[src/design/tmgr_pkg.sv]
// ----------------------------------------------------------------------------
// tmgr_pkg
// Shared types and constants for the text-mode glyph renderer: channel
// payloads, the command record that crosses the front/back queue, and the
// back-end sequencer states.
// ----------------------------------------------------------------------------
package tmgr_pkg;

    // Screen and font geometry.
    localparam int GLYPH_COUNT  = 64;
    localparam int SCREEN_PITCH = 320;
    localparam int GLYPH_ROWS   = 7;
    localparam int FONT_DEPTH   = GLYPH_COUNT * 8;
    localparam int FONT_AW      = $clog2(FONT_DEPTH);
    localparam int GLYPH_BITS   = $clog2(GLYPH_COUNT);
    localparam int ROW_CNT_W    = 3;
    localparam int LINE_CHARS   = 40;
    localparam int CHAR_WIDTH   = 7;
    localparam int LEFT_MARGIN  = 20;
    localparam int TOP_MARGIN   = 24;
    localparam int FB_W         = 17;
    localparam int X_W          = 9;
    localparam int Y_W          = 8;

    // Command queue between front and back.
    localparam int QUEUE_DEPTH  = 4;
    localparam int QUEUE_AW     = $clog2(QUEUE_DEPTH);

    // Character byte folding.
    localparam logic [5:0] GLYPH_FOLD_XOR = 6'h20;

    // Function codes of an incoming request.
    localparam logic FUNC_TEXT = 1'b0;
    localparam logic FUNC_FONT = 1'b1;

    // Incoming request.
    typedef struct packed {
        logic       func;
        logic [9:0] address;
        logic [7:0] data;
        logic [8:0] font_index;
        logic [7:0] font_byte;
    } tmgr_req_t;

    // Outgoing glyph row.
    typedef struct packed {
        logic [16:0] fb_offset;
        logic [5:0]  pixel_mask;
        logic        row_last;
    } tmgr_row_t;

    // Decoded request held in the front stage.
    typedef struct packed {
        logic                  func;
        logic                  hole;
        logic [X_W-1:0]        x;
        logic [Y_W-1:0]        y;
        logic [GLYPH_BITS-1:0] glyph;
        logic                  inv;
        logic [8:0]            font_index;
        logic [7:0]            font_byte;
    } tmgr_front_t;

    // Command passed from front to back.
    typedef struct packed {
        logic                  is_load;
        logic                  load_en;
        logic [FONT_AW-1:0]    font_addr;
        logic [7:0]            font_byte;
        logic [GLYPH_BITS-1:0] glyph;
        logic                  inv;
        logic [FB_W-1:0]       fb_base;
    } tmgr_cmd_t;

    // Back-end sequencer states.
    typedef enum logic [0:0] {
        BK_IDLE,
        BK_DRAW
    } tmgr_bk_state_t;

endpackage

[src/design/tmgr_front.sv]
// ----------------------------------------------------------------------------
// tmgr_front
// Accepts requests, maps text addresses to screen row and column, folds the
// character byte to a glyph code and pushes commands into the queue. Writes
// that fall in the unused tail of a 128-byte block are dropped here.
// ----------------------------------------------------------------------------
module tmgr_front (
    input  logic                clk,
    input  logic                rst_n,
    input  logic                cmd_valid,
    output logic                cmd_stall,
    input  tmgr_pkg::tmgr_req_t cmd,
    output logic                push,
    output tmgr_pkg::tmgr_cmd_t push_data,
    input  logic                q_full
);

    logic                  fr_valid_reg;
    logic                  fr_valid_next;
    tmgr_pkg::tmgr_front_t fr_reg;
    tmgr_pkg::tmgr_front_t fr_next;
    logic                  accept;
    logic                  drain;
    logic [6:0]            blk_off;
    logic [1:0]            band;
    logic [6:0]            col_wide;
    logic [4:0]            row;
    logic [31:0]           x_wide;
    logic [31:0]           y_wide;
    logic [31:0]           base_wide;

    // The stage empties when the queue has room.
    assign drain     = fr_valid_reg && !q_full;
    assign cmd_stall = fr_valid_reg && q_full;
    assign accept    = cmd_valid && !cmd_stall;

    // Interleaved layout: each 128-byte block holds three 40-byte bands.
    assign blk_off = cmd.address[6:0];

    always_comb
    begin
        if (blk_off < 7'(tmgr_pkg::LINE_CHARS)) begin
            band     = 2'd0;
            col_wide = blk_off;
        end else if (blk_off < 7'(2 * tmgr_pkg::LINE_CHARS)) begin
            band     = 2'd1;
            col_wide = blk_off - 7'(tmgr_pkg::LINE_CHARS);
        end else if (blk_off < 7'(3 * tmgr_pkg::LINE_CHARS)) begin
            band     = 2'd2;
            col_wide = blk_off - 7'(2 * tmgr_pkg::LINE_CHARS);
        end else begin
            band     = 2'd3;
            col_wide = 7'd0;
        end
    end

    assign row    = {band, cmd.address[9:7]};
    assign x_wide = 32'(col_wide) * 32'(tmgr_pkg::CHAR_WIDTH)
                    + 32'(tmgr_pkg::LEFT_MARGIN);
    assign y_wide = 32'(row) * 32'd8 + 32'(tmgr_pkg::TOP_MARGIN);

    // Decode the incoming request.
    always_comb
    begin
        fr_next.func       = cmd.func;
        fr_next.hole       = (band == 2'd3);
        fr_next.x          = x_wide[tmgr_pkg::X_W-1:0];
        fr_next.y          = y_wide[tmgr_pkg::Y_W-1:0];
        fr_next.glyph      = tmgr_pkg::GLYPH_BITS'(cmd.data[5:0] ^ tmgr_pkg::GLYPH_FOLD_XOR);
        fr_next.inv        = !cmd.data[7];
        fr_next.font_index = cmd.font_index;
        fr_next.font_byte  = cmd.font_byte;
    end

    always_comb
    begin
        fr_valid_next = fr_valid_reg;
        if (drain) begin
            fr_valid_next = 1'b0;
        end
        if (accept) begin
            fr_valid_next = 1'b1;
        end
    end

    always_ff @(posedge clk or negedge rst_n)
    begin
        if (!rst_n) begin
            fr_valid_reg <= 1'b0;
        end else begin
            fr_valid_reg <= fr_valid_next;
        end
    end

    always_ff @(posedge clk)
    begin
        if (accept) begin
            fr_reg <= fr_next;
        end
    end

    // Frame-buffer offset of the glyph's top row.
    assign base_wide = 32'(fr_reg.x) + 32'(fr_reg.y) * 32'(tmgr_pkg::SCREEN_PITCH);

    // Build the queue command; visible writes and font loads go through.
    always_comb
    begin
        push_data.is_load   = (fr_reg.func == tmgr_pkg::FUNC_FONT);
        push_data.load_en   = (32'(fr_reg.font_index) < 32'(tmgr_pkg::FONT_DEPTH));
        push_data.font_addr = tmgr_pkg::FONT_AW'(fr_reg.font_index);
        push_data.font_byte = fr_reg.font_byte;
        push_data.glyph     = fr_reg.glyph;
        push_data.inv       = fr_reg.inv;
        push_data.fb_base   = base_wide[tmgr_pkg::FB_W-1:0];
        push = drain && (fr_reg.func == tmgr_pkg::FUNC_FONT || !fr_reg.hole);
    end

endmodule

[src/design/tmgr_queue.sv]
// ----------------------------------------------------------------------------
// tmgr_queue
// Small first-in first-out command queue that decouples the front stage
// from the glyph sequencer.
// ----------------------------------------------------------------------------
module tmgr_queue (
    input  logic                clk,
    input  logic                rst_n,
    input  logic                push,
    input  tmgr_pkg::tmgr_cmd_t push_data,
    output logic                full,
    input  logic                pop,
    output tmgr_pkg::tmgr_cmd_t pop_data,
    output logic                empty
);

    tmgr_pkg::tmgr_cmd_t               slot_reg [tmgr_pkg::QUEUE_DEPTH];
    logic [tmgr_pkg::QUEUE_AW-1:0]     wr_ptr_reg;
    logic [tmgr_pkg::QUEUE_AW-1:0]     rd_ptr_reg;
    logic [tmgr_pkg::QUEUE_AW:0]       count_reg;
    logic [tmgr_pkg::QUEUE_AW:0]       count_next;

    assign full     = (count_reg == (tmgr_pkg::QUEUE_AW+1)'(tmgr_pkg::QUEUE_DEPTH));
    assign empty    = (count_reg == '0);
    assign pop_data = slot_reg[rd_ptr_reg];

    // Occupancy follows pushes and pops.
    always_comb
    begin
        count_next = count_reg;
        if (push && !pop) begin
            count_next = count_reg + 1'b1;
        end else if (pop && !push) begin
            count_next = count_reg - 1'b1;
        end
    end

    always_ff @(posedge clk or negedge rst_n)
    begin
        if (!rst_n) begin
            wr_ptr_reg <= '0;
            rd_ptr_reg <= '0;
            count_reg  <= '0;
        end else begin
            count_reg <= count_next;
            if (push) begin
                wr_ptr_reg <= wr_ptr_reg + 1'b1;
            end
            if (pop) begin
                rd_ptr_reg <= rd_ptr_reg + 1'b1;
            end
        end
    end

    always_ff @(posedge clk)
    begin
        if (push) begin
            slot_reg[wr_ptr_reg] <= push_data;
        end
    end

endmodule

[src/design/tmgr_back.sv]
// ----------------------------------------------------------------------------
// tmgr_back
// Glyph sequencer. Owns the font store, applies font loads and walks the
// seven glyph rows of each draw command through a read stage and an output
// register, one font read per cycle while a row stall does not hold it.
// ----------------------------------------------------------------------------
module tmgr_back (
    input  logic                clk,
    input  logic                rst_n,
    input  tmgr_pkg::tmgr_cmd_t head,
    input  logic                q_empty,
    output logic                pop,
    output logic                row_valid,
    input  logic                row_stall,
    output tmgr_pkg::tmgr_row_t row
);

    logic [7:0]                       font_mem [tmgr_pkg::FONT_DEPTH];
    tmgr_pkg::tmgr_bk_state_t         state_reg;
    tmgr_pkg::tmgr_bk_state_t         state_next;
    logic [tmgr_pkg::ROW_CNT_W-1:0]   row_cnt_reg;
    logic [tmgr_pkg::GLYPH_BITS-1:0]  glyph_reg;
    logic                             inv_reg;
    logic [tmgr_pkg::FB_W-1:0]        off_reg;
    logic                             s1_valid_reg;
    logic [7:0]                       s1_data_reg;
    logic [tmgr_pkg::FB_W-1:0]        s1_off_reg;
    logic                             s1_inv_reg;
    logic                             s1_last_reg;
    logic                             row_valid_reg;
    tmgr_pkg::tmgr_row_t              row_reg;
    logic                             adv;
    logic                             issue;
    logic                             last_row;
    logic                             take;
    logic                             take_draw;
    logic                             mem_we;

    // The output register frees when empty or when its row is taken.
    assign adv      = !row_valid_reg || !row_stall;
    assign last_row = (row_cnt_reg == tmgr_pkg::ROW_CNT_W'(tmgr_pkg::GLYPH_ROWS - 1));

    // Sequencer: next state and per-cycle controls.
    always_comb
    begin
        state_next = state_reg;
        issue      = 1'b0;
        take       = 1'b0;
        unique case (state_reg)
            tmgr_pkg::BK_IDLE:
            begin
                take = !q_empty;
            end
            tmgr_pkg::BK_DRAW:
            begin
                issue = !s1_valid_reg || adv;
                if (issue && last_row) begin
                    state_next = tmgr_pkg::BK_IDLE;
                    take       = !q_empty;
                end
            end
            default:
            begin
                state_next = tmgr_pkg::BK_IDLE;
            end
        endcase
        if (take) begin
            state_next = head.is_load ? tmgr_pkg::BK_IDLE : tmgr_pkg::BK_DRAW;
        end
        take_draw = take && !head.is_load;
        mem_we    = take && head.is_load && head.load_en;
        pop       = take;
    end

    always_ff @(posedge clk or negedge rst_n)
    begin
        if (!rst_n) begin
            state_reg     <= tmgr_pkg::BK_IDLE;
            row_cnt_reg   <= '0;
            s1_valid_reg  <= 1'b0;
            row_valid_reg <= 1'b0;
        end else begin
            state_reg <= state_next;
            if (take_draw) begin
                row_cnt_reg <= '0;
            end else if (issue) begin
                row_cnt_reg <= row_cnt_reg + 1'b1;
            end
            if (issue) begin
                s1_valid_reg <= 1'b1;
            end else if (adv) begin
                s1_valid_reg <= 1'b0;
            end
            if (adv) begin
                row_valid_reg <= s1_valid_reg;
            end
        end
    end

    // Per-draw context; the offset steps one pitch per issued row.
    always_ff @(posedge clk)
    begin
        if (take_draw) begin
            glyph_reg <= head.glyph;
            inv_reg   <= head.inv;
            off_reg   <= head.fb_base;
        end else if (issue) begin
            off_reg <= off_reg + tmgr_pkg::FB_W'(tmgr_pkg::SCREEN_PITCH);
        end
    end

    // Font store: one write port for loads, one registered read port for rows.
    always_ff @(posedge clk)
    begin
        if (mem_we) begin
            font_mem[head.font_addr] <= head.font_byte;
        end
        if (issue) begin
            s1_data_reg <= font_mem[{glyph_reg, row_cnt_reg}];
        end
    end

    always_ff @(posedge clk)
    begin
        if (issue) begin
            s1_off_reg  <= off_reg;
            s1_inv_reg  <= inv_reg;
            s1_last_reg <= last_row;
        end
    end

    // Output register.
    always_ff @(posedge clk)
    begin
        if (adv) begin
            row_reg.fb_offset  <= s1_off_reg;
            row_reg.pixel_mask <= s1_data_reg[7:2] ^ {6{s1_inv_reg}};
            row_reg.row_last   <= s1_last_reg;
        end
    end

    assign row_valid = row_valid_reg;
    assign row       = row_reg;

endmodule

[src/design/text_mode_glyph_renderer.sv]
// ----------------------------------------------------------------------------
// text_mode_glyph_renderer
// Renders writes to a 40x24 interleaved text screen as seven glyph rows of
// frame-buffer offset and pixel mask, using a loadable 64-glyph font store.
//
//   Channel   Dir   Handshake               Payload
//   cmd       in    cmd_valid / cmd_stall   tmgr_req_t (text write, font load)
//   row       out   row_valid / row_stall   tmgr_row_t (one glyph row)
//
// A visible text write occupies the glyph sequencer for one font store read
// per row; a font load is applied as the sequencer takes it, and a write into
// an unused address never reaches it. The front stage and a 4-entry command
// queue let requests keep arriving while rows are drawn. Reset clears all
// control state; the font store is not cleared. A stall on the row channel
// holds the sequencer only once its read stage and output register are full.
// ----------------------------------------------------------------------------
module text_mode_glyph_renderer (
    input  logic                clk,
    input  logic                rst_n,
    input  logic                cmd_valid,
    output logic                cmd_stall,
    input  tmgr_pkg::tmgr_req_t cmd,
    output logic                row_valid,
    input  logic                row_stall,
    output tmgr_pkg::tmgr_row_t row
);

    logic                push;
    tmgr_pkg::tmgr_cmd_t push_data;
    logic                q_full;
    logic                q_empty;
    logic                pop;
    tmgr_pkg::tmgr_cmd_t head;

    // Request decode.
    tmgr_front u_front (
        .clk       (clk),
        .rst_n     (rst_n),
        .cmd_valid (cmd_valid),
        .cmd_stall (cmd_stall),
        .cmd       (cmd),
        .push      (push),
        .push_data (push_data),
        .q_full    (q_full)
    );

    // Command queue.
    tmgr_queue u_queue (
        .clk       (clk),
        .rst_n     (rst_n),
        .push      (push),
        .push_data (push_data),
        .full      (q_full),
        .pop       (pop),
        .pop_data  (head),
        .empty     (q_empty)
    );

    // Glyph sequencer and font store.
    tmgr_back u_back (
        .clk       (clk),
        .rst_n     (rst_n),
        .head      (head),
        .q_empty   (q_empty),
        .pop       (pop),
        .row_valid (row_valid),
        .row_stall (row_stall),
        .row       (row)
    );

endmodule

[config.mk]
export PLATFORM = sky130hd
export DESIGN_NAME = text_mode_glyph_renderer
export DESIGN_NICKNAME = d
export VERILOG_FILES = /design/src/design/tmgr_pkg.sv /design/src/design/tmgr_front.sv /design/src/design/tmgr_queue.sv /design/src/design/tmgr_back.sv /design/src/design/text_mode_glyph_renderer.sv
export SDC_FILE = /design/constraint.sdc
export NUM_CORES = 2
export LEC_CHECK = 0
export BUFFER_PORTS_ARGS = -buffer_cell sky130_fd_sc_hd__buf_2
export CELL_PAD_IN_SITES_DETAIL_PLACEMENT = 2
export CELL_PAD_IN_SITES_GLOBAL_PLACEMENT = 2
export CORE_MARGIN = 1.5
export CORE_UTILIZATION = 40
export DETAILED_ROUTE_END_ITERATION = 16
export PLACE_DENSITY = 0.73
export SYNTH_ARGS = -nofsm -noshare
export SYNTH_HDL_FRONTEND = slang
export SYNTH_HIERARCHICAL = 1
export SYNTH_MEMORY_MAX_BITS = 65536
export SYNTH_SLANG_ARGS = --single-unit
export TNS_END_PERCENT = 100
[constraint.sdc]
create_clock -name clk -period 7.25 [get_ports clk]
set_input_delay 0.3625 -clock clk [delete_from_list [all_inputs] [get_ports clk]]
set_output_delay 0.3625 -clock clk [all_outputs]
set_load 0.01 [all_outputs]
==> flow_summary.ini <==
[clock_network]
htreeDepth = 5
cts_buffer_depth = 4
cts.sinks = 3361
cts_root_buf = clkbuf_16
cts-buffers-inserted = 347
insertion_delay_ps = 920
postCtsSetupRepairBufs = 0
clk_pin_slew_ps = 70
cts_tree = done

[final_layout]
final_layout_size_suffix_gt1_share_pct = 16.8
area_growth_pct = 11.4
fin_nets = 7018
regArea_mm2 = 0.101
largest_register_ffs = 3072
multi_input_area_mm2 = 0.0294
n_fill_cell = 30100
final_util_pct = 44.7

[place]
gp_congestion = 0.816
hpwl_um = 270000
port_buffers = 62

[detailed_routing]
first_pass_iters = 6
via_per_inst = 6.37
wire_per_inst_um = 41.0
initialDrtViolationCount = 10000
finalWirelength_um = 475000
ant_nets = 0
num_vias = 73900
drcViolationCount = 0

[worst_hold_path]
hp-class = input pin to flop
hold_depth = 2
worstHoldStart = cmd[9]
hold_end = u_front/push_data[33]

[worst_setup_path]
worstReg2RegStart = u_back/row_cnt_reg[0]
cp-start-kind = flop
critPathCaptureType = flop
path_cells = inv_1 -> ha_1 -> and2_1 -> nand2_1 -> a21oi_1 -> nand3_1 -> nor3_1 -> nand2_1 -> nor2_1
critPathMaxStageDelay_ps = 1060
r2r_end = u_back/font_mem[264][5]
path_class = flop to flop
r2r_cells = 9
path_max_fanout = 35
worst-r2r-setup-slack_ps = 840
cp_slowest_cell = nor2_1
path_common_cell = nand2_1
cp.required_ps = 7760
arrival_ps = 6920

[floorplan]
row_count = 212
initial_core_util_pct = 40.1
die_w_um = 581
die_h_um = 581
core_mm2 = 0.333
die-area_mm2 = 0.337
io_pins = 66

[timing]
hold_viol_final = 0
rsz0062_at_grt = no
finalCriticalPeriod_ps = 6410
clock_skew_ps = 64.4
setup_tns_ps = 0
finalCritPeriodShare_pct = 88.4
max_slew_margin_pct = 6.05
tightest_slew_ps = 1410
setup_violations = 0
clock.fmax_mhz = 156
drv_slew = 0

[yosys]
avgSynthCellArea_um2 = 19.6
netlist_instances = 6812
netlist_area_mm2 = 0.134
ys.warnings.count = 6
synth.net_count = 6895

[global_routing]
grt_max_degree = 207
grt_pass1_wl_um = 655000
antenna_found_initial = 30
globalRouteOverflowTotal = 0
grt_pass1_vias = 78500
groute.usage.overall_pct = 27.4

[pwr]
p_leak_uw = 0.0466
power.density_mw_per_mm2 = 428
vdd_ir_drop_max_mv = 0.742

[job]
max_cap_viol_count = 0

[run_status]
status = complete, no violations
-- through the flow --
stage	instances	setup slack [ps]	cell area, µm²	power, µW	hold slack, ps
after floorplan	6812	2060	134000	38300	66.9
after global placement	10900	1870	138000	43600	338
after detailed placement	10900	1470	138000	45100	340
after CTS	11600	1200	149000	63300	111
after global routing	11600	1040	149000	64800	174
final	11600	843	149000	63700	178
-- routing by layer --
metal / share of wire, % / vias up / track usage [%]
met2: 50 / 4463 / 46.4
met1: 38 / 40100 / 35.1
met4: 4.8 / 16 / 11.4
met3: 8.0 / 1049 / 4.42
met5: 0.021 / - / 0
li1: - / 28300 / -
-- worst max-delay path by stage --
stage | slack, ps | startpoint | to | depth (start not counted)
4_1_cts | 1200 | u_back/row_cnt_reg[0] | u_back/font_mem[65][6] | 10
2_1_floorplan | 2060 | u_queue/rd_ptr_reg[0] | u_back/font_mem[0][2] | 3
3_5_place_dp | 1470 | u_back/row_cnt_reg[0] | u_back/font_mem[65][4] | 10
6_report | 840 | u_back/row_cnt_reg[0] | u_back/font_mem[264][5] | 9
3_3_place_gp | 1870 | u_back/row_cnt_reg[0] | u_back/font_mem[281][2] | 9
5_1_grt | 1040 | u_back/row_cnt_reg[0] | u_back/font_mem[272][5] | 9
-- where the power goes --
group	internal (µW)	switching (µW)
sequential	25700	571
combinational	5340	13900
clock	9940	8250
-- layout make-up --
class	instances	share of cell area, %
sequential	3361	67.8
multi-input combinational	2960	19.8
clock buffer	429	6.23
tap	4387	3.69
timing repair buffer	232	1.35
clock inverter	188	1.03
inverter	33	0.0883
antenna	11	0.0185
-- placed cells by master (no fill, tap or decap), types with 14 or more instances in the layout --
cell type and n:
xor2_1 20, mux4_1 99, edfxtp_1 3347, a21oi_1 134, nor3_1 108, nor4_1 45
o31ai_1 25, clkbuf_1 64, nand3_1 22, xnor2_1 14, o21ai_0 80, a211oi_1 37
o221ai_1 186, a211o_1 25, clkinv_1 77, buf_4 108, clkbuf_16 356, nand2_1 125
a22oi_1 26, buf_12 27, dlygate4sd3_1 35, ha_1 37, o22ai_1 148, nand4_1 32
o21a_1 15, mux4_2 462, bufinv_16 24, clkinv_2 67, inv_1 28, buf_2 62
and2_1 30, nor2_1 563, mux2i_1 524
-- worst max-delay path: cells and delay by family (launching register included) --
kind	cells	cell delay, ps
AOI/OAI and AO/OA	1	570
adders and majority gates	1	270
buffers and inverters	1	670
DFF	1	760
and+or+nand+nor	6	3700
-- timing repair --
action                                  CTS  global route
endpoints found under the setup margin    0             0
endpoints found under the hold margin    47             0
gates resized for setup                   0             0
hold buffers                             35             0
No activity file was read; power rests on OpenSTA's default activity.
